### src/sv/chd_pkg.sv
`default_nettype none

package chd_pkg;

	// width of the chunk size accumulator
	localparam int unsigned SIZE_BITS = 32;

	// error codes
	localparam logic [1:0] ERR_NONE   = 2'd0;
	localparam logic [1:0] ERR_SIZE   = 2'd1;
	localparam logic [1:0] ERR_FRAME  = 2'd2;

	// one result beat
	typedef struct packed {
		logic [7:0] payload_byte;
		logic       payload_valid;
		logic       chunk_done;
		logic       body_done;
		logic [1:0] error_code;
	} result_t;

endpackage

`default_nettype wire

### src/sv/chd_parser.sv
`default_nettype none

module chd_parser import chd_pkg::*; (
	input  wire logic       clk,
	input  wire logic       arst_n,
	input  wire logic       step,
	input  wire logic [7:0] body_byte,
	input  wire logic       start_message,
	output result_t         result
);

	localparam logic [3:0] PH_DIGITS  = 4'd0;
	localparam logic [3:0] PH_SKIP    = 4'd1;
	localparam logic [3:0] PH_SIZE_LF = 4'd2;
	localparam logic [3:0] PH_DATA    = 4'd3;
	localparam logic [3:0] PH_DATA_CR = 4'd4;
	localparam logic [3:0] PH_DATA_LF = 4'd5;
	localparam logic [3:0] PH_LAST_CR = 4'd6;
	localparam logic [3:0] PH_LAST_LF = 4'd7;
	localparam logic [3:0] PH_DONE    = 4'd8;

	localparam logic [7:0] CH_CR = 8'h0D;
	localparam logic [7:0] CH_LF = 8'h0A;

	logic [3:0]           phase_q,  phase_d,  phase_c;
	logic [SIZE_BITS-1:0] length_q, length_d, length_c;
	logic [SIZE_BITS-1:0] left_q,   left_d,   left_c, left_dec;
	logic                 seen_q,   seen_d,   seen_c;
	logic [1:0]           err_q,    err_d,    err_c,  err_new;
	logic                 is_hex;
	logic [3:0]           hex_val;
	logic                 pv, cdone, bdone;

	always_comb begin
		is_hex  = 1'b1;
		hex_val = 4'd0;
		if (body_byte inside {[8'h30:8'h39]}) begin
			hex_val = body_byte[3:0];
		end else if (body_byte inside {[8'h41:8'h46], [8'h61:8'h66]}) begin
			hex_val = 4'(body_byte[2:0] + 3'd1) + 4'd8;
		end else begin
			is_hex = 1'b0;
		end
	end

	// start_message restarts the state ahead of this byte
	always_comb begin
		if (start_message) begin
			phase_c  = PH_DIGITS;
			length_c = '0;
			left_c   = '0;
			seen_c   = 1'b0;
			err_c    = ERR_NONE;
		end else begin
			phase_c  = phase_q;
			length_c = length_q;
			left_c   = left_q;
			seen_c   = seen_q;
			err_c    = err_q;
		end
	end

	assign left_dec = (left_c != '0) ? left_c - 1'b1 : left_c;

	always_comb begin
		phase_d  = phase_c;
		length_d = length_c;
		left_d   = left_c;
		seen_d   = seen_c;
		err_new  = ERR_NONE;
		pv       = 1'b0;
		cdone    = 1'b0;
		bdone    = 1'b0;
		if (err_c == ERR_NONE) begin
			case (phase_c)
				PH_DIGITS: begin
					if (body_byte == CH_CR) begin
						phase_d = PH_SIZE_LF;
					end else if (body_byte == CH_LF) begin
						err_new = ERR_FRAME;
					end else if (is_hex) begin
						if (length_c[SIZE_BITS-1 -: 4] != 4'd0) begin
							err_new = ERR_SIZE;
						end else begin
							length_d = {length_c[SIZE_BITS-5:0], hex_val};
							seen_d   = 1'b1;
						end
					end else begin
						phase_d = PH_SKIP;
					end
				end
				PH_SKIP: begin
					if (body_byte == CH_CR) begin
						phase_d = PH_SIZE_LF;
					end else if (body_byte == CH_LF) begin
						err_new = ERR_FRAME;
					end
				end
				PH_SIZE_LF: begin
					if (body_byte != CH_LF) begin
						err_new = ERR_FRAME;
					end else if (!seen_c) begin
						err_new = ERR_SIZE;
					end else if (length_c == '0) begin
						phase_d = PH_LAST_CR;
					end else begin
						left_d  = length_c;
						phase_d = PH_DATA;
					end
				end
				PH_DATA: begin
					pv     = 1'b1;
					left_d = left_dec;
					if (left_dec == '0) begin
						phase_d = PH_DATA_CR;
					end
				end
				PH_DATA_CR: begin
					if (body_byte == CH_CR) phase_d = PH_DATA_LF;
					else err_new = ERR_FRAME;
				end
				PH_DATA_LF: begin
					if (body_byte == CH_LF) begin
						cdone    = 1'b1;
						phase_d  = PH_DIGITS;
						length_d = '0;
						seen_d   = 1'b0;
					end else begin
						err_new = ERR_FRAME;
					end
				end
				PH_LAST_CR: begin
					if (body_byte == CH_CR) phase_d = PH_LAST_LF;
					else err_new = ERR_FRAME;
				end
				PH_LAST_LF: begin
					if (body_byte == CH_LF) begin
						bdone   = 1'b1;
						phase_d = PH_DONE;
					end else begin
						err_new = ERR_FRAME;
					end
				end
				default: begin
					phase_d = PH_DONE;
				end
			endcase
		end
		err_d = (err_new != ERR_NONE) ? err_new : err_c;
	end

	always_comb begin
		result = '0;
		result.error_code = err_d;
		if (err_d == ERR_NONE) begin
			result.payload_valid = pv;
			result.payload_byte  = pv ? body_byte : 8'd0;
			result.chunk_done    = cdone;
			result.body_done     = bdone;
		end
	end

	always_ff @(posedge clk or negedge arst_n) begin
		if (!arst_n) begin
			phase_q  <= PH_DIGITS;
			length_q <= '0;
			left_q   <= '0;
			seen_q   <= 1'b0;
			err_q    <= ERR_NONE;
		end else if (step) begin
			phase_q  <= phase_d;
			length_q <= length_d;
			left_q   <= left_d;
			seen_q   <= seen_d;
			err_q    <= err_d;
		end
	end

endmodule

`default_nettype wire

### src/sv/chd_out_queue.sv
`default_nettype none

module chd_out_queue import chd_pkg::*; (
	input  wire logic    clk,
	input  wire logic    arst_n,
	input  wire logic    push,
	input  wire result_t push_data,
	output logic         can_push,
	input  wire logic    pop_stall,
	output logic         head_valid,
	output result_t      head_data
);

	// two slots: head drives the port, second one is the skid
	result_t    slot0_q, slot1_q;
	logic [1:0] count_q;
	logic       pop;

	assign head_valid = (count_q != 2'd0);
	assign head_data  = slot0_q;
	assign pop        = head_valid && !pop_stall;
	assign can_push   = (count_q != 2'd2) || pop;

	always_ff @(posedge clk or negedge arst_n) begin
		if (!arst_n) begin
			count_q <= 2'd0;
		end else begin
			count_q <= 2'(count_q + {1'b0, push} - {1'b0, pop});
		end
	end

	always_ff @(posedge clk) begin
		case ({push, pop})
			2'b10: begin
				if (count_q == 2'd0) slot0_q <= push_data;
				else slot1_q <= push_data;
			end
			2'b01: begin
				slot0_q <= slot1_q;
			end
			2'b11: begin
				if (count_q == 2'd1) begin
					slot0_q <= push_data;
				end else begin
					slot0_q <= slot1_q;
					slot1_q <= push_data;
				end
			end
			default: begin
			end
		endcase
	end

endmodule

`default_nettype wire

### src/sv/http_chunked_body_deframer.sv
`default_nettype none

// HTTP/1.1 chunked body deframer. One body byte goes in per beat and exactly
// one result beat comes out for it, in order: the byte itself when it is
// chunk payload (payload_valid), a pulse on chunk_done at the LF that closes a
// chunk's data, a pulse on body_done at the LF of the empty line after the
// zero size chunk, and error_code (1 bad or overflowing size, 2 bad framing).
// An error holds until a beat with start_message set, which restarts the
// parser at a size line before its own byte. Bytes after body end give all
// zero results. Throughput is one byte per clock, sustained while the output
// is not stalled: the parser is a single pass of logic between the input
// register and a two-slot result queue, and its state updates once per byte.
// A byte is registered at the input and its result in the queue; the second
// queue slot takes one more result under output stall, then in_stall rises.

module http_chunked_body_deframer import chd_pkg::*; (
	input  wire logic       clk,
	input  wire logic       arst_n,
	input  wire logic       in_valid,
	output logic            in_stall,
	input  wire logic [7:0] body_byte,
	input  wire logic       start_message,
	output logic            out_valid,
	input  wire logic       out_stall,
	output logic [7:0]      payload_byte,
	output logic            payload_valid,
	output logic            chunk_done,
	output logic            body_done,
	output logic [1:0]      error_code
);

	logic       valid_s1;
	logic [7:0] byte_s1;
	logic       start_s1;
	logic       advance;
	logic       can_push;
	result_t    result;
	result_t    head;

	// input beat register; it moves on once the queue has room
	assign advance  = valid_s1 && can_push;
	assign in_stall = valid_s1 && !can_push;

	always_ff @(posedge clk or negedge arst_n) begin
		if (!arst_n) begin
			valid_s1 <= 1'b0;
		end else if (in_valid && !in_stall) begin
			valid_s1 <= 1'b1;
		end else if (advance) begin
			valid_s1 <= 1'b0;
		end
	end

	always_ff @(posedge clk) begin
		if (in_valid && !in_stall) begin
			byte_s1  <= body_byte;
			start_s1 <= start_message;
		end
	end

	// framing state machine, stepped once per byte leaving the input register
	chd_parser u_parser (
		.clk           (clk),
		.arst_n        (arst_n),
		.step          (advance),
		.body_byte     (byte_s1),
		.start_message (start_s1),
		.result        (result)
	);

	// result register plus skid slot
	chd_out_queue u_queue (
		.clk        (clk),
		.arst_n     (arst_n),
		.push       (advance),
		.push_data  (result),
		.can_push   (can_push),
		.pop_stall  (out_stall),
		.head_valid (out_valid),
		.head_data  (head)
	);

	assign payload_byte  = head.payload_byte;
	assign payload_valid = head.payload_valid;
	assign chunk_done    = head.chunk_done;
	assign body_done     = head.body_done;
	assign error_code    = head.error_code;

endmodule

`default_nettype wire

### config.mk
export PLATFORM = sky130hd
export DESIGN_NAME = http_chunked_body_deframer
export DESIGN_NICKNAME = d
export VERILOG_FILES = /design/src/sv/chd_pkg.sv /design/src/sv/chd_parser.sv /design/src/sv/chd_out_queue.sv /design/src/sv/http_chunked_body_deframer.sv
export SDC_FILE = /design/constraint.sdc
export NUM_CORES = 1
export LEC_CHECK = 0
export BUFFER_PORTS_ARGS = -buffer_cell sky130_fd_sc_hd__clkbuf_2
export CAP_MARGIN = 0
export CORE_ASPECT_RATIO = 1.5
export CORE_MARGIN = 2
export CORE_UTILIZATION = 56
export DETAILED_ROUTE_END_ITERATION = 8
export PLACE_DENSITY_LB_ADDON = 0.2
export REMOVE_ABC_BUFFERS = 1
export SYNTH_ARGS = -nofsm -noshare
export SYNTH_HDL_FRONTEND = slang
export SYNTH_HIERARCHICAL = 1
export SYNTH_SLANG_ARGS = --single-unit
### constraint.sdc
create_clock -name clk -period 4.2 [get_ports clk]
set_clock_uncertainty 0.2 [all_clocks]
set_input_delay 0.42 -clock clk [delete_from_list [all_inputs] [get_ports clk]]
set_output_delay 0.42 -clock clk [all_outputs]
set_load 0.1 [all_outputs]
==> results.sh, run 1 <==
export IMPL_status="finished with violations"
export IMPL_violations="negative hold slack"
export IMPL_stdcell_area_um2=7270
export IMPL_coreArea_um2=11500
export IMPL_grt_max_degree=75
export IMPL_nets=760
export IMPL_crit_fanout=9
export IMPL_clkPwrFrac_pct=24.0
export IMPL_synth_edff_count=35
export IMPL_r2r_cells=9
export IMPL_synth_distinct_cells=71
export IMPL_min_path_type="input port to asynchronous set/reset pin"
export IMPL_irDropWorstVdd_v=0.000222
export IMPL_place_inst=880
export IMPL_synthCells=733
export IMPL_synth_seq_area_share_pct=43.8
export IMPL_timing_reg2reg_setup_slack_ns=0.21
export IMPL_required_ns=4.26
export IMPL_drt_first_iter_violations=473
export IMPL_syn_avg_cell_area_um2=9.05
export IMPL_ctsHtreeMaxLevel=3
export IMPL_synth_top_area_cell="dfrtp_1"
export IMPL_hpwl_um=14400
export IMPL_insertion_delay_ns=0.36
export IMPL_synth_compound_area_share_pct=23.0
export IMPL_cts_tree="built"
export IMPL_finalHoldViolations=5
export IMPL_grt_pass1_vias=5800
export IMPL_areaGrowthSynthToFinish_pct=9.54
export IMPL_antenna_found_initial=0
export IMPL_postCtsSetupRepairBufs=0
export IMPL_crit_start="u_parser/left_q[8]$_DFFE_PN0P_"
export IMPL_yosys_warnings=6
export IMPL_grt_overflow_total=0
export IMPL_crit_arrival_ns=4.05
export IMPL_yosys_top_cells_area="dfrtp_1, edfxtp_1, nand2_1, a22o_1, a21oi_1"
export IMPL_drive_gt1_share_pct=13.4
export IMPL_gp_congestion=0.984
export IMPL_wl_per_cell_um=22.3
export IMPL_port_buffer_count=27
export IMPL_start_util_pct=57.5
export IMPL_die_area_um2=12800
export IMPL_intPower_mw=2.07
export IMPL_clockBufferDepth=2
export IMPL_synth_top_family_by_area="compound AO/OA/AOI/OAI gates"
export IMPL_tns_ns=0
export IMPL_synth_xor_area_share_pct=1.85
export IMPL_track_usage_pct=32.6
export IMPL_placed_area_um2=6940
export IMPL_final_core_util_pct=63.0
export IMPL_io_pins=28
export IMPL_rsz0062_at_grt="no"
export IMPL_period_share_pct=95.1
export IMPL_clock_sinks=109
export IMPL_period_minus_slack_ns=3.99
export IMPL_combPwrFrac_pct=39.6
export IMPL_slew_viol_final=0
export IMPL_numCtsBuffers=9
export IMPL_holdWs_ns=-0.00299
export IMPL_synth_async_reset_ratio_pct=67.9
export IMPL_switching_share_pct=43.9
export IMPL_cap_violations=0
export IMPL_fin_ws_ns=0.206
export IMPL_syn_area_um2=6630
export IMPL_drt_total_wl_um=20000
export IMPL_place_ws_ns=0.253
export IMPL_crit_end="u_parser/phase_q[2]$_DFFE_PN0P_"
export IMPL_tightest_slew_ns=0.975
export IMPL_cts_hold_buf=0
export IMPL_crit_type="flip-flop to flip-flop"
export IMPL_netlist_area_leader_share_pct=27.9
export IMPL_timing_rr_end="u_parser/phase_q[2]$_DFFE_PN0P_"
export IMPL_ctsRootBufferMaster="clkbuf_16"
export IMPL_power_total_mw=3.70
export IMPL_power_leakage_nw=3.01
export IMPL_synth_simple_area_share_pct=21.5
export IMPL_max_slew_margin_pct=35.0
export IMPL_fin_cells=896
export IMPL_synth_area_mux_share_pct=4.36
export IMPL_drc=0
export IMPL_cts_clk_slew_worst_paths_ns=0.08
export IMPL_max_clock_freq_mhz=250
export IMPL_switchingPower_mw=1.62
export IMPL_synthAdderAreaFrac_pct=1.13
export IMPL_critPathLaunchType="flip-flop"
export IMPL_viasPerCell=6.69
export IMPL_synth_most_common_cell="nand2_1"
export IMPL_antenna_cells=0
export IMPL_synth_common_cells="nand2_1, dfrtp_1, a21oi_1"
export IMPL_seq_power_share_pct=36.4
export IMPL_die_h_um=137
export IMPL_setup_violations=0
export IMPL_r2r_start="u_parser/left_q[8]$_DFFE_PN0P_"
export IMPL_rows=48
export IMPL_ant_nets=0
export IMPL_grt_pass1_wl_um=31600
export IMPL_ys_ff_latch=109
export IMPL_synth_ff_type="dfrtp_1"
export IMPL_drt_pass1_iterations=5
export IMPL_power_density_nw_per_um2=509
export IMPL_vias=5995
export IMPL_endpoint_kind="flip-flop"
export IMPL_die_x_um=92.9
## sequential cells by signal (all words and copies together) (netlist names)
signal / count
u_parser/seen_q: 1
u_queue/count_q: 2
u_parser/left_q: 32
u_parser/length_q: 32
start_s1: 1
u_parser/phase_q: 4
valid_s1: 1
u_queue/head_data: 13
u_parser/err_q: 2
byte_s1: 8
u_queue/slot1_q: 13
## cell type report
cell class,instances,area [um2]
Fill cell,1017,4260
Multi-Input combinational cell,555,3470
Sequential cell,109,2900
Timing Repair Buffer,52,338
Clock buffer,9,225
Tap cell,150,188
Clock inverter,7,92.6
Inverter,14,52.6
## cells in the final DEF, fill, tap and decap left out, types with 4 or more instances in the layout
master	n
nor4_1	23
o311ai_0	4
a21oi_1	57
and2_1	15
and3_1	5
a31oi_1	8
buf_4	25
nand3_1	13
ha_1	5
xnor2_1	12
o41ai_1	4
or3_1	5
o211ai_1	10
nand2b_1	4
nor3_1	16
mux2_2	15
nor2b_1	14
nor2_1	56
edfxtp_1	35
a211oi_1	6
dfrtp_1	74
a22o_1	41
clkbuf_16	9
o22ai_1	10
clkbuf_2	26
or4_1	4
o21ai_0	46
inv_1	12
mux2i_1	12
nand2_1	98
## repair_timing
item	4_1_cts	5_1_grt
endpoints found under the hold margin	0	0
setup endpoints to repair	0	2
gates resized for setup	0	2
## how the worst min path moves through the flow
stage,from,slack [ns],end,depth (start not counted)
floorplan,arst_n,-0.08,u_parser/err_q[0]$_DFFE_PN0P_,0
global placement,u_parser/length_q[28]$_DFFE_PN0P_,0.26,u_parser/length_q[28]$_DFFE_PN0P_,2
detailed placement,u_parser/length_q[28]$_DFFE_PN0P_,0.28,u_parser/length_q[28]$_DFFE_PN0P_,2
CTS,body_byte[6],0.02,byte_s1[6]$_DFFE_PP_,1
global route,body_byte[6],0.02,byte_s1[6]$_DFFE_PP_,1
finish,arst_n,-0.003,u_parser/left_q[14]$_DFFE_PN0P_,1
## per-layer routing
layer	share of wire, %	track usage (%)	vias up
li1	-	-	2746
met1	37	37.8	2865
met2	49	55.3	306
met3	5.4	3.50	78
met4	8.2	25.0	0
met5	0	0	-
## power groups by stage
stage	Clock (mW)	Sequential (mW)	Combinational (mW)
after floorplan	0	1.80	0.631
after global placement	0	1.36	1.43
after detailed placement	0	1.37	1.44
after CTS	0.904	1.35	1.45
after global routing	0.940	1.36	1.55
final	0.887	1.35	1.46
## cell families (layout without fill, tap and decap cells)
logic type                 after synthesis  in the layout
AOI/OAI and AO/OA                      227            227
DFF                                    109            109
xor gates and xnor gates                14             14
buffers and inverters                   69             82
and+or+nand+nor                        281            281
adders and majority gates                6              6
muxes                                   27             27
## critical path, stage by stage (launching register included)
cell and delay, ns:
dfrtp_1 0.47, nor4_1 0.55, a21oi_1 0.26, nor2_1 0.39, and2_1 0.22, a31oi_1 0.05
or4b_2 0.65, nor4_1 0.33, or4b_4 0.53, o31ai_2 0.25
(Power assumes the default switching activity.)
==> inputs of run 2 (changes only) <==
CORE_UTILIZATION = 62   (was 56)
clock period = 4.37 ns   (was 4.2 ns; I/O delays follow)
==> results.sh, run 2 (synthesis results as in run 1) <==
export IMPL_status="finished with violations"
export IMPL_violations="negative hold slack"
export IMPL_fillCellCount=841
export IMPL_die_x_um=88.5
export IMPL_wl_per_cell_um=22.4
export IMPL_die_area_um2=11600
export IMPL_start_util_pct=63.3
export IMPL_min_path_type="input port to asynchronous set/reset pin"
export IMPL_mostFrequentLayoutCells="nand2_1, dfrtp_1, a21oi_1"
export IMPL_drive_gt1_share_pct=12.8
export IMPL_ctsHtreeMaxLevel=3
export IMPL_placed_area_um2=6900
export IMPL_cts_tree="built"
export IMPL_rsz0062_at_grt="no"
export IMPL_antenna_cells=0
export IMPL_coreArea_um2=10500
export IMPL_crit_fanout=9
export IMPL_vias=6064
export IMPL_endpoint_kind="flip-flop"
export IMPL_hpwl_um=14300
export IMPL_r2r_cells=9
export IMPL_max_slew_margin_pct=17.3
export IMPL_grt_pass1_vias=5934
export IMPL_insertion_delay_ns=0.36
export IMPL_setup_violations=0
export IMPL_power_leakage_nw=2.99
export IMPL_power_density_nw_per_um2=490
export IMPL_drc=0
export IMPL_areaGrowthSynthToFinish_pct=8.81
export IMPL_clockBufferDepth=2
export IMPL_numCtsBuffers=9
export IMPL_port_buffer_count=27
export IMPL_cp_slowest_cell="nor4_1"
export IMPL_final_common_cell="nand2_1"
export IMPL_finalHoldViolations=5
export IMPL_r2r_start="u_parser/left_q[14]$_DFFE_PN0P_"
export IMPL_path_buf_inv=0
export IMPL_max_clock_freq_mhz=243
export IMPL_crit_arrival_ns=4.17
export IMPL_cts_hold_buf=0
export IMPL_timing_reg2reg_setup_slack_ns=0.26
export IMPL_crit_top_cell="nor4_1"
export IMPL_antenna_found_initial=0
export IMPL_period_minus_slack_ns=4.11
export IMPL_rows=46
export IMPL_required_ns=4.43
export IMPL_crit_path_cell_trace="nor4_1, a21o_1, nand3_1, o211ai_1, nand2_1, or4b_2, nor4_1, or4b_4, o31ai_2"
export IMPL_critPathLaunchType="flip-flop"
export IMPL_postCtsSetupRepairBufs=0
export IMPL_power_total_mw=3.54
export IMPL_timing_rr_end="u_parser/phase_q[2]$_DFFE_PN0P_"
export IMPL_cts_clk_slew_worst_paths_ns=0.08
export IMPL_viasPerCell=6.84
export IMPL_period_share_pct=94.0
export IMPL_holdWs_ns=-0.00479
export IMPL_grt_pass1_wl_um=31500
export IMPL_nets=757
export IMPL_drt_pass1_iterations=5
export IMPL_cap_violations=0
export IMPL_irDropWorstVdd_v=0.000258
export IMPL_drt_first_iter_violations=615
export IMPL_crit_type="flip-flop to flip-flop"
export IMPL_stdcell_area_um2=7220
export IMPL_tns_ns=0
export IMPL_drt_total_wl_um=19900
export IMPL_ctsRootBufferMaster="clkbuf_16"
export IMPL_die_h_um=131
export IMPL_grt_max_degree=75
export IMPL_grt_overflow_total=0
export IMPL_io_pins=28
export IMPL_cts_repair_resized=0
export IMPL_ant_nets=0
export IMPL_reg_top3="u_parser/left_q (32), u_parser/length_q (32)"
export IMPL_cpLargestDelayFamily="simple AND/OR/NAND/NOR gates"
export IMPL_track_usage_pct=36.1
export IMPL_gp_congestion=1.05
export IMPL_tightest_slew_ns=1.23
export IMPL_slew_viol_final=0
export IMPL_clock_sinks=109
export IMPL_cpPeakStageDelay_ns=0.84
==> run 2: metal layers <==
layer	vias to the layer above	routed length [um]	global-route usage, %
li1	2736	-	-
met5	-	0	0
met4	0	1610	27.8
met2	323	9850	58.9
met1	2927	7290	42.7
met3	78	1160	4.40
==> run 2: worst max-delay path by stage <==
stage,startpoint,end,slack [ns],depth (start not counted)
6_report,u_parser/left_q[14]$_DFFE_PN0P_,u_parser/phase_q[2]$_DFFE_PN0P_,0.26,9
5_1_grt,u_parser/left_q[12]$_DFFE_PN0P_,u_parser/phase_q[2]$_DFFE_PN0P_,0.06,9
4_1_cts,u_parser/left_q[12]$_DFFE_PN0P_,u_parser/phase_q[2]$_DFFE_PN0P_,0.34,9
3_5_place_dp,byte_s1[4]$_DFFE_PP_,u_queue/head_data[8]$_DFFE_PP_,0.35,10
3_3_place_gp,u_parser/left_q[4]$_DFFE_PN0P_,u_parser/phase_q[1]$_DFFE_PN0P_,0.46,9
2_1_floorplan,start_s1$_DFFE_PP_,u_parser/left_q[0]$_DFFE_PN0P_,-1.91,8
==> run 2: power by group <==
part / internal (mW) / switching, mW
Sequential: 1.20 / 0.0986
Combinational: 0.361 / 1.02
Clock: 0.418 / 0.434
==> run 2: area by class of cell <==
| type | instances | area (um2) | area share [%] |
|---|---|---|---|
| inverters | 14 | 52.6 | 0.728 |
| clock buffers | 9 | 225 | 3.12 |
| well taps | 144 | 180 | 2.50 |
| repair buffers | 49 | 303 | 4.19 |
| flip-flops and latches | 109 | 2900 | 40.2 |
| clock inverters | 7 | 95.1 | 1.32 |
| multi-input cells | 555 | 3460 | 47.9 |
==> run 2: through the flow <==
stage	std cells	setup WS [ns]	hold slack (ns)	util (%)
2_1_floorplan	678	-1.91	-0.0586	-
3_3_place_gp	871	0.457	0.269	65.9
3_5_place_dp	871	0.347	0.280	65.9
4_1_cts	887	0.342	0.0434	68.9
5_1_grt	887	0.0619	0.0420	68.9
6_report	887	0.262	-0.00479	68.9
